`config.mk`:
```
export PLATFORM = sky130hd
export DESIGN_NAME = matrix_keypad_scanner_flat
export DESIGN_NICKNAME = d
export VERILOG_FILES = /design/src/kpd_pkg.sv /design/src/kpd_channels.sv /design/src/matrix_keypad_scanner.sv /design/src/kpd_csr_regs.sv /design/src/kpd_scan_core.sv /design/src/flat_wrapper.sv
export SDC_FILE = /design/constraint.sdc
export NUM_CORES = 1
export LEC_CHECK = 0
export BUFFER_PORTS_ARGS = -buffer_cell sky130_fd_sc_hd__buf_2
export CAP_MARGIN = 15
export CORE_ASPECT_RATIO = 1.25
export CORE_UTILIZATION = 35
export DETAILED_ROUTE_END_ITERATION = 16
export GPL_ROUTABILITY_DRIVEN = 0
export PLACE_DENSITY_LB_ADDON = 0.2
export SYNTH_ARGS = -nofsm -noshare
export SYNTH_HDL_FRONTEND = slang
export SYNTH_SLANG_ARGS = --single-unit
```
`constraint.sdc`:
```
create_clock -name clock -period 2.4 [get_ports clock]
set_clock_uncertainty 0.15 [all_clocks]
set_input_delay 0.36 -clock clock [delete_from_list [all_inputs] [get_ports clock]]
set_output_delay 0.36 -clock clock [all_outputs]
set_load 0.02 [all_outputs]
```
`src/kpd_pkg.sv`:
```
// ----------------------------------------------------------------------------
// kpd_pkg
// Shared types and constants of the 4x4 debounced matrix keypad scanner.
// ----------------------------------------------------------------------------
package kpd_pkg;

   localparam int NUM_ROWS = 4;
   localparam int NUM_COLS = 4;
   localparam int NUM_KEYS = NUM_ROWS * NUM_COLS;

   localparam int ROW_W   = $clog2(NUM_ROWS);
   localparam int COL_W   = $clog2(NUM_COLS);
   localparam int KEY_W   = ROW_W + COL_W;
   localparam int CODE_W  = 8;
   localparam int TICK_W  = 8;
   localparam int MAP_W   = NUM_COLS * CODE_W;
   localparam int CSR_IDX_W = 3;

   // register indexes of the control port
   typedef enum logic [CSR_IDX_W-1:0] {
      CSR_DEBOUNCE_TICKS = 3'd0,
      CSR_KEY_MAP_ROW0   = 3'd1,
      CSR_KEY_MAP_ROW1   = 3'd2,
      CSR_KEY_MAP_ROW2   = 3'd3,
      CSR_KEY_MAP_ROW3   = 3'd4
   } csr_index_type;

   // reset values: "123A", "456B", "789C", "*0#D", column 0 in the low byte
   localparam logic [TICK_W-1:0] DEBOUNCE_RESET = 8'd15;
   localparam logic [MAP_W-1:0]  KEY_MAP_ROW0_RESET = 32'h4133_3231;
   localparam logic [MAP_W-1:0]  KEY_MAP_ROW1_RESET = 32'h4236_3534;
   localparam logic [MAP_W-1:0]  KEY_MAP_ROW2_RESET = 32'h4339_3837;
   localparam logic [MAP_W-1:0]  KEY_MAP_ROW3_RESET = 32'h4423_302A;

   typedef struct packed {
      logic [TICK_W-1:0]               debounce_ticks;
      logic [NUM_ROWS-1:0][MAP_W-1:0]  key_map;
   } kpd_cfg_type;

   typedef struct packed {
      logic [NUM_ROWS-1:0] row_drive;
      logic                key_valid;
      logic [CODE_W-1:0]   key_code;
      logic                scan_done;
   } kpd_result_type;

endpackage

```
`src/kpd_channels.sv`:
```
// ----------------------------------------------------------------------------
// kpd channel interfaces
// Valid/ready channels for column samples, scan results and register writes.
// ----------------------------------------------------------------------------
interface kpd_req_if;
   logic       valid;
   logic       ready;
   logic [3:0] column_levels;

   modport source (output valid, output column_levels, input ready);
   modport sink   (input valid, input column_levels, output ready);
endinterface

interface kpd_rsp_if;
   logic       valid;
   logic       ready;
   logic [3:0] row_drive;
   logic       key_valid;
   logic [7:0] key_code;
   logic       scan_done;

   modport source (output valid, output row_drive, output key_valid,
                   output key_code, output scan_done, input ready);
   modport sink   (input valid, input row_drive, input key_valid,
                   input key_code, input scan_done, output ready);
endinterface

interface kpd_csr_if;
   logic        valid;
   logic        ready;
   logic [2:0]  index;
   logic [31:0] data;

   modport source (output valid, output index, output data, input ready);
   modport sink   (input valid, input index, input data, output ready);
endinterface

```
`src/matrix_keypad_scanner.sv`:
```
// ----------------------------------------------------------------------------
// matrix_keypad_scanner
// 4x4 debounced key matrix scanner: one result per tick of column samples.
// ----------------------------------------------------------------------------
//  channel   direction  payload                                       role
//  req_port  in         column_levels[3:0]                            one tick
//  rsp_port  out        row_drive[3:0] key_valid key_code[7:0]        one per tick
//                       scan_done
//  csr_port  in         index[2:0] data[31:0]                         register write
//
//  every tick passes the input register, then the scan update into the result
//  register before its result is shown; one tick per cycle sustained while
//  results are taken, set by the single scan state update
//  reset (synchronous) clears scan position, countdown and held marks and
//  loads the default debounce time and key map
//  a stalled result holds the scan; one further tick waits in the input register
// ----------------------------------------------------------------------------
module matrix_keypad_scanner
   import kpd_pkg::*;
(
   input  logic      clock,
   input  logic      reset,
   kpd_req_if.sink   req_port,
   kpd_rsp_if.source rsp_port,
   kpd_csr_if.sink   csr_port
);

   kpd_cfg_type    cfg;
   kpd_result_type result;

   // input register
   logic       in_valid_ff;
   logic [3:0] levels_ff;

   // result register
   logic           out_valid_ff;
   kpd_result_type result_ff;

   logic advance;

   // the held tick moves on when the result register is free or being drained
   assign advance        = in_valid_ff && (!out_valid_ff || rsp_port.ready);
   assign req_port.ready = !in_valid_ff || advance;

   kpd_csr_regs u_csr (
      .clock    (clock),
      .reset    (reset),
      .csr_port (csr_port),
      .cfg      (cfg)
   );

   kpd_scan_core u_core (
      .clock         (clock),
      .reset         (reset),
      .step          (advance),
      .column_levels (levels_ff),
      .cfg           (cfg),
      .result        (result)
   );

   // control flags of both stages
   always_ff @(posedge clock) begin
      if (reset) begin
         in_valid_ff  <= 1'b0;
         out_valid_ff <= 1'b0;
      end else begin
         if (req_port.ready) begin
            in_valid_ff <= req_port.valid;
         end
         if (advance) begin
            out_valid_ff <= 1'b1;
         end else if (rsp_port.ready) begin
            out_valid_ff <= 1'b0;
         end
      end
   end

   // payload, no reset needed
   always_ff @(posedge clock) begin
      if (req_port.valid && req_port.ready) begin
         levels_ff <= req_port.column_levels;
      end
      if (advance) begin
         result_ff <= result;
      end
   end

   assign rsp_port.valid     = out_valid_ff;
   assign rsp_port.row_drive = result_ff.row_drive;
   assign rsp_port.key_valid = result_ff.key_valid;
   assign rsp_port.key_code  = result_ff.key_code;
   assign rsp_port.scan_done = result_ff.scan_done;

endmodule

```
`src/kpd_csr_regs.sv`:
```
// ----------------------------------------------------------------------------
// kpd_csr_regs
// Debounce time and key map registers, written over the control channel.
// ----------------------------------------------------------------------------
module kpd_csr_regs
   import kpd_pkg::*;
(
   input  logic        clock,
   input  logic        reset,
   kpd_csr_if.sink     csr_port,
   output kpd_cfg_type cfg
);

   kpd_cfg_type cfg_ff;
   kpd_cfg_type cfg_in;
   logic        wr_en;

   assign csr_port.ready = 1'b1;
   assign wr_en          = csr_port.valid;

   always_comb begin
      cfg_in = cfg_ff;
      if (wr_en) begin
         case (csr_index_type'(csr_port.index))
            CSR_DEBOUNCE_TICKS: cfg_in.debounce_ticks = csr_port.data[TICK_W-1:0];
            CSR_KEY_MAP_ROW0:   cfg_in.key_map[0] = csr_port.data[MAP_W-1:0];
            CSR_KEY_MAP_ROW1:   cfg_in.key_map[1] = csr_port.data[MAP_W-1:0];
            CSR_KEY_MAP_ROW2:   cfg_in.key_map[2] = csr_port.data[MAP_W-1:0];
            CSR_KEY_MAP_ROW3:   cfg_in.key_map[3] = csr_port.data[MAP_W-1:0];
            default: ;  // unknown index, write dropped
         endcase
      end
   end

   always_ff @(posedge clock) begin
      if (reset) begin
         cfg_ff.debounce_ticks <= DEBOUNCE_RESET;
         cfg_ff.key_map[0]     <= KEY_MAP_ROW0_RESET;
         cfg_ff.key_map[1]     <= KEY_MAP_ROW1_RESET;
         cfg_ff.key_map[2]     <= KEY_MAP_ROW2_RESET;
         cfg_ff.key_map[3]     <= KEY_MAP_ROW3_RESET;
      end else begin
         cfg_ff <= cfg_in;
      end
   end

   assign cfg = cfg_ff;

endmodule

```
`src/kpd_scan_core.sv`:
```
// ----------------------------------------------------------------------------
// kpd_scan_core
// Scan position, debounce countdown and held-key marks; one tick per step.
// ----------------------------------------------------------------------------
module kpd_scan_core
   import kpd_pkg::*;
(
   input  logic           clock,
   input  logic           reset,
   input  logic           step,
   input  logic [3:0]     column_levels,
   input  kpd_cfg_type    cfg,
   output kpd_result_type result
);

   logic [ROW_W-1:0]    row_ff, row_in;
   logic [COL_W-1:0]    col_ff, col_in;
   logic                pending_ff, pending_in;
   logic [TICK_W-1:0]   wait_ff, wait_in;
   logic [NUM_KEYS-1:0] marks_ff, marks_in;

   logic             col_low;
   logic             have_verdict;
   logic             pressed;
   logic             held;
   logic [KEY_W-1:0] key_idx;

   assign col_low = ~column_levels[col_ff];
   assign key_idx = {row_ff, col_ff};
   assign held    = marks_ff[key_idx];

   always_comb begin
      row_in       = row_ff;
      col_in       = col_ff;
      pending_in   = pending_ff;
      wait_in      = wait_ff;
      marks_in     = marks_ff;
      have_verdict = 1'b0;
      pressed      = 1'b0;

      result.row_drive = ~(NUM_ROWS'(1) << row_ff);
      result.key_valid = 1'b0;
      result.key_code  = '0;
      result.scan_done = 1'b0;

      // debounce: first low sample starts the countdown, last tick decides
      if (pending_ff) begin
         if (wait_ff > TICK_W'(1)) begin
            wait_in = wait_ff - TICK_W'(1);
         end else begin
            wait_in      = '0;
            pending_in   = 1'b0;
            have_verdict = 1'b1;
            pressed      = col_low;
         end
      end else if (col_low) begin
         if (cfg.debounce_ticks == '0) begin
            have_verdict = 1'b1;
            pressed      = 1'b1;
         end else begin
            pending_in = 1'b1;
            wait_in    = cfg.debounce_ticks;
         end
      end else begin
         have_verdict = 1'b1;
      end

      if (have_verdict) begin
         if (pressed && !held) begin
            marks_in[key_idx] = 1'b1;
            result.key_valid  = 1'b1;
            result.key_code   = cfg.key_map[row_ff][col_ff*CODE_W +: CODE_W];
            row_in            = '0;
            col_in            = '0;
         end else begin
            if (!pressed) begin
               marks_in[key_idx] = 1'b0;
            end
            col_in = col_ff + COL_W'(1);
            if (col_ff == COL_W'(NUM_COLS-1)) begin
               row_in = row_ff + ROW_W'(1);
               if (row_ff == ROW_W'(NUM_ROWS-1)) begin
                  result.scan_done = 1'b1;
               end
            end
         end
      end
   end

   always_ff @(posedge clock) begin
      if (reset) begin
         row_ff     <= '0;
         col_ff     <= '0;
         pending_ff <= 1'b0;
         wait_ff    <= '0;
         marks_ff   <= '0;
      end else if (step) begin
         row_ff     <= row_in;
         col_ff     <= col_in;
         pending_ff <= pending_in;
         wait_ff    <= wait_in;
         marks_ff   <= marks_in;
      end
   end

   // a pending confirmation always has ticks left to count
   a_pending_count: assert property (@(posedge clock) disable iff (reset)
      pending_ff |-> wait_ff != '0)
      else $error("debounce pending with empty countdown");

   // a reported key restarts the scan at the first key
   a_restart: assert property (@(posedge clock) disable iff (reset)
      step && result.key_valid |=> row_ff == '0 && col_ff == '0)
      else $error("scan did not restart after a new key");

   // a reported key is marked as held
   a_mark_set: assert property (@(posedge clock) disable iff (reset)
      step && result.key_valid |=> marks_ff != '0)
      else $error("reported key not marked");

   // position holds while the countdown is still running
   a_hold_wait: assert property (@(posedge clock) disable iff (reset)
      step && pending_ff && wait_ff > TICK_W'(1) |=> $stable(row_ff) && $stable(col_ff))
      else $error("scan moved during debounce wait");

   a_exclusive: assert property (@(posedge clock) disable iff (reset)
      step |-> !(result.key_valid && result.scan_done))
      else $error("new key and scan end flagged together");

endmodule
```
`src/flat_wrapper.sv`:
```
// flat-port wrapper written by rule: the top's interface ports become plain ports
module matrix_keypad_scanner_flat import kpd_pkg::*;
  (clock, reset, req_port_valid, req_port_column_levels, req_port_ready, rsp_port_valid, rsp_port_row_drive, rsp_port_key_valid, rsp_port_key_code, rsp_port_scan_done, rsp_port_ready, csr_port_valid, csr_port_index, csr_port_data, csr_port_ready);
  kpd_req_if req_port_i ();
  kpd_rsp_if rsp_port_i ();
  kpd_csr_if csr_port_i ();
  input  logic clock;
  input  logic reset;
  input wire logic [$bits(req_port_i.valid)-1:0] req_port_valid;
  input wire logic [$bits(req_port_i.column_levels)-1:0] req_port_column_levels;
  output wire logic [$bits(req_port_i.ready)-1:0] req_port_ready;
  output wire logic [$bits(rsp_port_i.valid)-1:0] rsp_port_valid;
  output wire logic [$bits(rsp_port_i.row_drive)-1:0] rsp_port_row_drive;
  output wire logic [$bits(rsp_port_i.key_valid)-1:0] rsp_port_key_valid;
  output wire logic [$bits(rsp_port_i.key_code)-1:0] rsp_port_key_code;
  output wire logic [$bits(rsp_port_i.scan_done)-1:0] rsp_port_scan_done;
  input wire logic [$bits(rsp_port_i.ready)-1:0] rsp_port_ready;
  input wire logic [$bits(csr_port_i.valid)-1:0] csr_port_valid;
  input wire logic [$bits(csr_port_i.index)-1:0] csr_port_index;
  input wire logic [$bits(csr_port_i.data)-1:0] csr_port_data;
  output wire logic [$bits(csr_port_i.ready)-1:0] csr_port_ready;
  assign req_port_i.valid = req_port_valid;
  assign req_port_i.column_levels = req_port_column_levels;
  assign req_port_ready = req_port_i.ready;
  assign rsp_port_valid = rsp_port_i.valid;
  assign rsp_port_row_drive = rsp_port_i.row_drive;
  assign rsp_port_key_valid = rsp_port_i.key_valid;
  assign rsp_port_key_code = rsp_port_i.key_code;
  assign rsp_port_scan_done = rsp_port_i.scan_done;
  assign rsp_port_i.ready = rsp_port_ready;
  assign csr_port_i.valid = csr_port_valid;
  assign csr_port_i.index = csr_port_index;
  assign csr_port_i.data = csr_port_data;
  assign csr_port_ready = csr_port_i.ready;
  matrix_keypad_scanner u_core (.clock(clock), .reset(reset), .req_port(req_port_i), .rsp_port(rsp_port_i), .csr_port(csr_port_i));
endmodule
```
==> flow_summary_export.csv <==
group,metric,value,unit
synth,syn_area,8290,um2
placement,dp.cells,1200,
synth,ys_seq_elements,185,
final_layout,area_growth,16.6,%
synth,synth_top_area_cell,"dfxtp_1",
synth,syn_nets,941,
synth,yosysTopAreaCellShare,40.3,%
drt,drtPass1Iterations,4,
timing,fin_hold_ws,30.2,ps
final_layout,drive_above_1_share,23.4,%
floorplan,design.portCount,61,
synth,syn_inst,887,
drt,drc,0,
clock_network,path_clk_slew,80,ps
global_routing,antenna_found_initial,0,
timing,finalSetupViolCount,0,
clock_network,clkSinkCount,185,
clock_network,h-tree-depth,4,
setup_path,cp.arrival,2520,ps
final_layout,fin_cells,1238,
final_layout,multi_input_area,4060,um2
floorplan,die_x,140,um
min_path,holdPathEnd,"u_core.u_csr.cfg[21]",
timing,fin_ws,84.6,ps
clock_network,clockRootBuffer,"clkbuf_16",
drt,wl_per_cell,17.5,um
clock_network,cts_made_buffers,17,
synth,yosysSeqAreaShare,46.8,%
run_status,status,"finished, final reports clean",
final_layout,register_area,3890,um2
timing,hold_viol,0,
floorplan,start_util,35.9,%
synth,async_flop_share,0,%
floorplan,die_area,24300,um2
min_path,hp-class,"in2reg",
setup_path,r2r_cells,6,
timing,relSlewSlack,48.2,%
global_routing,grt_usage,18.7,%
setup_path,worstSetupPathType,"reg2reg",
timing,fin_crit_sh,96.5,%
setup_path,r2r_setup_slack,80,ps
synth,ys_top_cells_by_area,"dfxtp_1 40%, nand2_1 12%, mux4_2 12%",
clock_network,clk_latency,430,ps
power_and_ir_drop,leakagePower,0.00359,uW
placement,place_hpwl,14.2,mm
placement,portBuffers,59,
setup_path,critPathMaxFanout,4,
final_layout,layout_commonest_cell,"nand2_1",
setup_path,critPathLaunch,"u_core.u_core.wait_ff[5]",
final_layout,fill_cells,2278,
setup_path,cp-start-kind,"register",
power_and_ir_drop,cellPowerDensity,690,nW/um2
synth,synth-edff-count,18,
drt,drt_wl_total,21.7,mm
final_layout,antenna_cells,0,
floorplan,die_y,174,um
drt,route.vias.total,6352,
synth,avgSynthCellArea,9.35,um2
final_layout,final_nets,991,
timing,tightest_slew,776,ps
floorplan,rows,62,
timing,finalSetupTns,0,ps
final_layout,final_cell_mix,"275 x nand2_1, 165 x dfxtp_1, 93 x a21oi_1",
timing,grt_setup_unrepaired,"yes",
setup_path,r2r-start,"u_core.u_core.wait_ff[5]",
global_routing,first_global_vias,6334,
global_routing,grt_first_pass_wirelength,35.3,mm
global_routing,grt_overflow_total,0,
clock_network,clockBufferDepth,2,
timing,finalMaxSlewViolations,0,
power_and_ir_drop,vdd_drop_max,431,uV
timing,max_freq,0.432,GHz
drt,drtAntennaViolNets,0,
min_path,min-delay-start,"csr_port_data[21]",
flow_run,maxCapViolCount,0,
global_routing,grt_max_degree,52,
setup_path,critPathRequiredTime,2600,ps
min_path,hold_depth,3,
synth,synth_ff_type,"dfxtp_1",
setup_path,end_kind,"register",
synth,ys_types,42,
power_and_ir_drop,power,6680,uW
timing,min_period,2320,ps
floorplan,core_region_area,23100,um2
drt,via_per_inst,5.13,
clock_network,cts_tree,"yes",
synth,yosys_warnings,0,
drt,drt_iter0_markers,293,
placement,pre_cts_ws,-0.805,ps
-- layer usage --
metal	up-vias	share of wire, %	GRT usage (%)
li1	3142	-	-
met1	3091	45	23.9
met2	106	52	32.8
met3	13	2.8	2.92
met4	0	0.84	4.49
met5	-	0	0
-- synth_stat cells (6+ instances only) --
library cell  instances
a21oi_1              93
nor2b_1              12
nor2_1               24
o21ai_0              10
inv_1                19
nand2_1             275
mux4_2               45
ha_1                 10
a21oi_2              16
edfxtp_1             18
buf_2                 6
a211oi_2             16
nand3_1               6
dfxtp_1             167
and2_1               11
clkbuf_1             55
nand3b_1             52
-- cells by family (layout without fill, tap and decap cells) --
kind of cell,after synthesis,after routing,share of synthesized area (%)
buffers and inverters,86,149,4.44
adder cells (fa/ha/maj),10,10,1.51
other,1,1,0.0452
flip-flops,185,185,46.8
AO/OA/AOI/OAI,155,155,12.4
AND/OR/NAND/NOR,402,402,22.2
multiplexers,48,48,12.6
-- timing repair --
action,in CTS,in global routing
buffers inserted,0,1
endpoints found under the hold margin,5,0
setup endpoints to repair,2,16
resized for setup,1,10
hold buffers,5,0
pin swaps,0,0
cloned,0,0
-- state kept, by name (all words and copies together) (netlist names), named ones only --
register	cells
u_core.levels_ff	4
u_core.rsp_port.key_code	8
u_core.rsp_port.scan_done	1
u_core.u_core.pending_ff	1
u_core.rsp_port.valid	1
u_core.u_core.col_ff	2
u_core.u_csr.cfg	136
u_core.u_core.row_ff	2
u_core.u_core.wait_ff	8
u_core.in_valid_ff	1
u_core.rsp_port.key_valid	1
u_core.rsp_port.row_drive	4
-- worst max-delay path by stage --
stage	end	slack, ps	depth (start not counted)
after floorplan	u_core.rsp_port.key_code[2]	6	5
after global placement	register	20	6
after detailed placement	register	-0.8	6
after CTS	register	60	6
after global routing	register	-2	6
final	register	80	6
-- metrics by stage --
stage	util (%)	cell area, um2
final	41.8	9670
after global routing	41.8	9670
after CTS	41.7	9650
after detailed placement	38.9	9000
after global placement	38.9	9000
after floorplan	-	8310
-- layout make-up --
cell class | instances | area share [%]
multi-input cells | 616 | 42.0
flip-flops and latches | 185 | 40.2
repair buffers | 98 | 7.18
clock buffers | 18 | 4.54
well taps | 288 | 3.73
clock inverters | 14 | 1.64
inverters | 19 | 0.737
-- worst max-delay path, cell delays in order, from the launching register on --
cell      delay (ps)
dfxtp_1          340
or3_4            400
or4_1            530
o21ai_2          180
nand2b_1         150
and2_1           270
a211oi_2         220
-- where the power goes --
part / switching [uW] / internal (uW) / leakage [uW]
Sequential: 47.1 / 3200 / 0.00152
Combinational: 348 / 260 / 0.00178
Clock: 1310 / 1510 / 0.000288
Note: power is estimated with default switching activity, not from simulation.
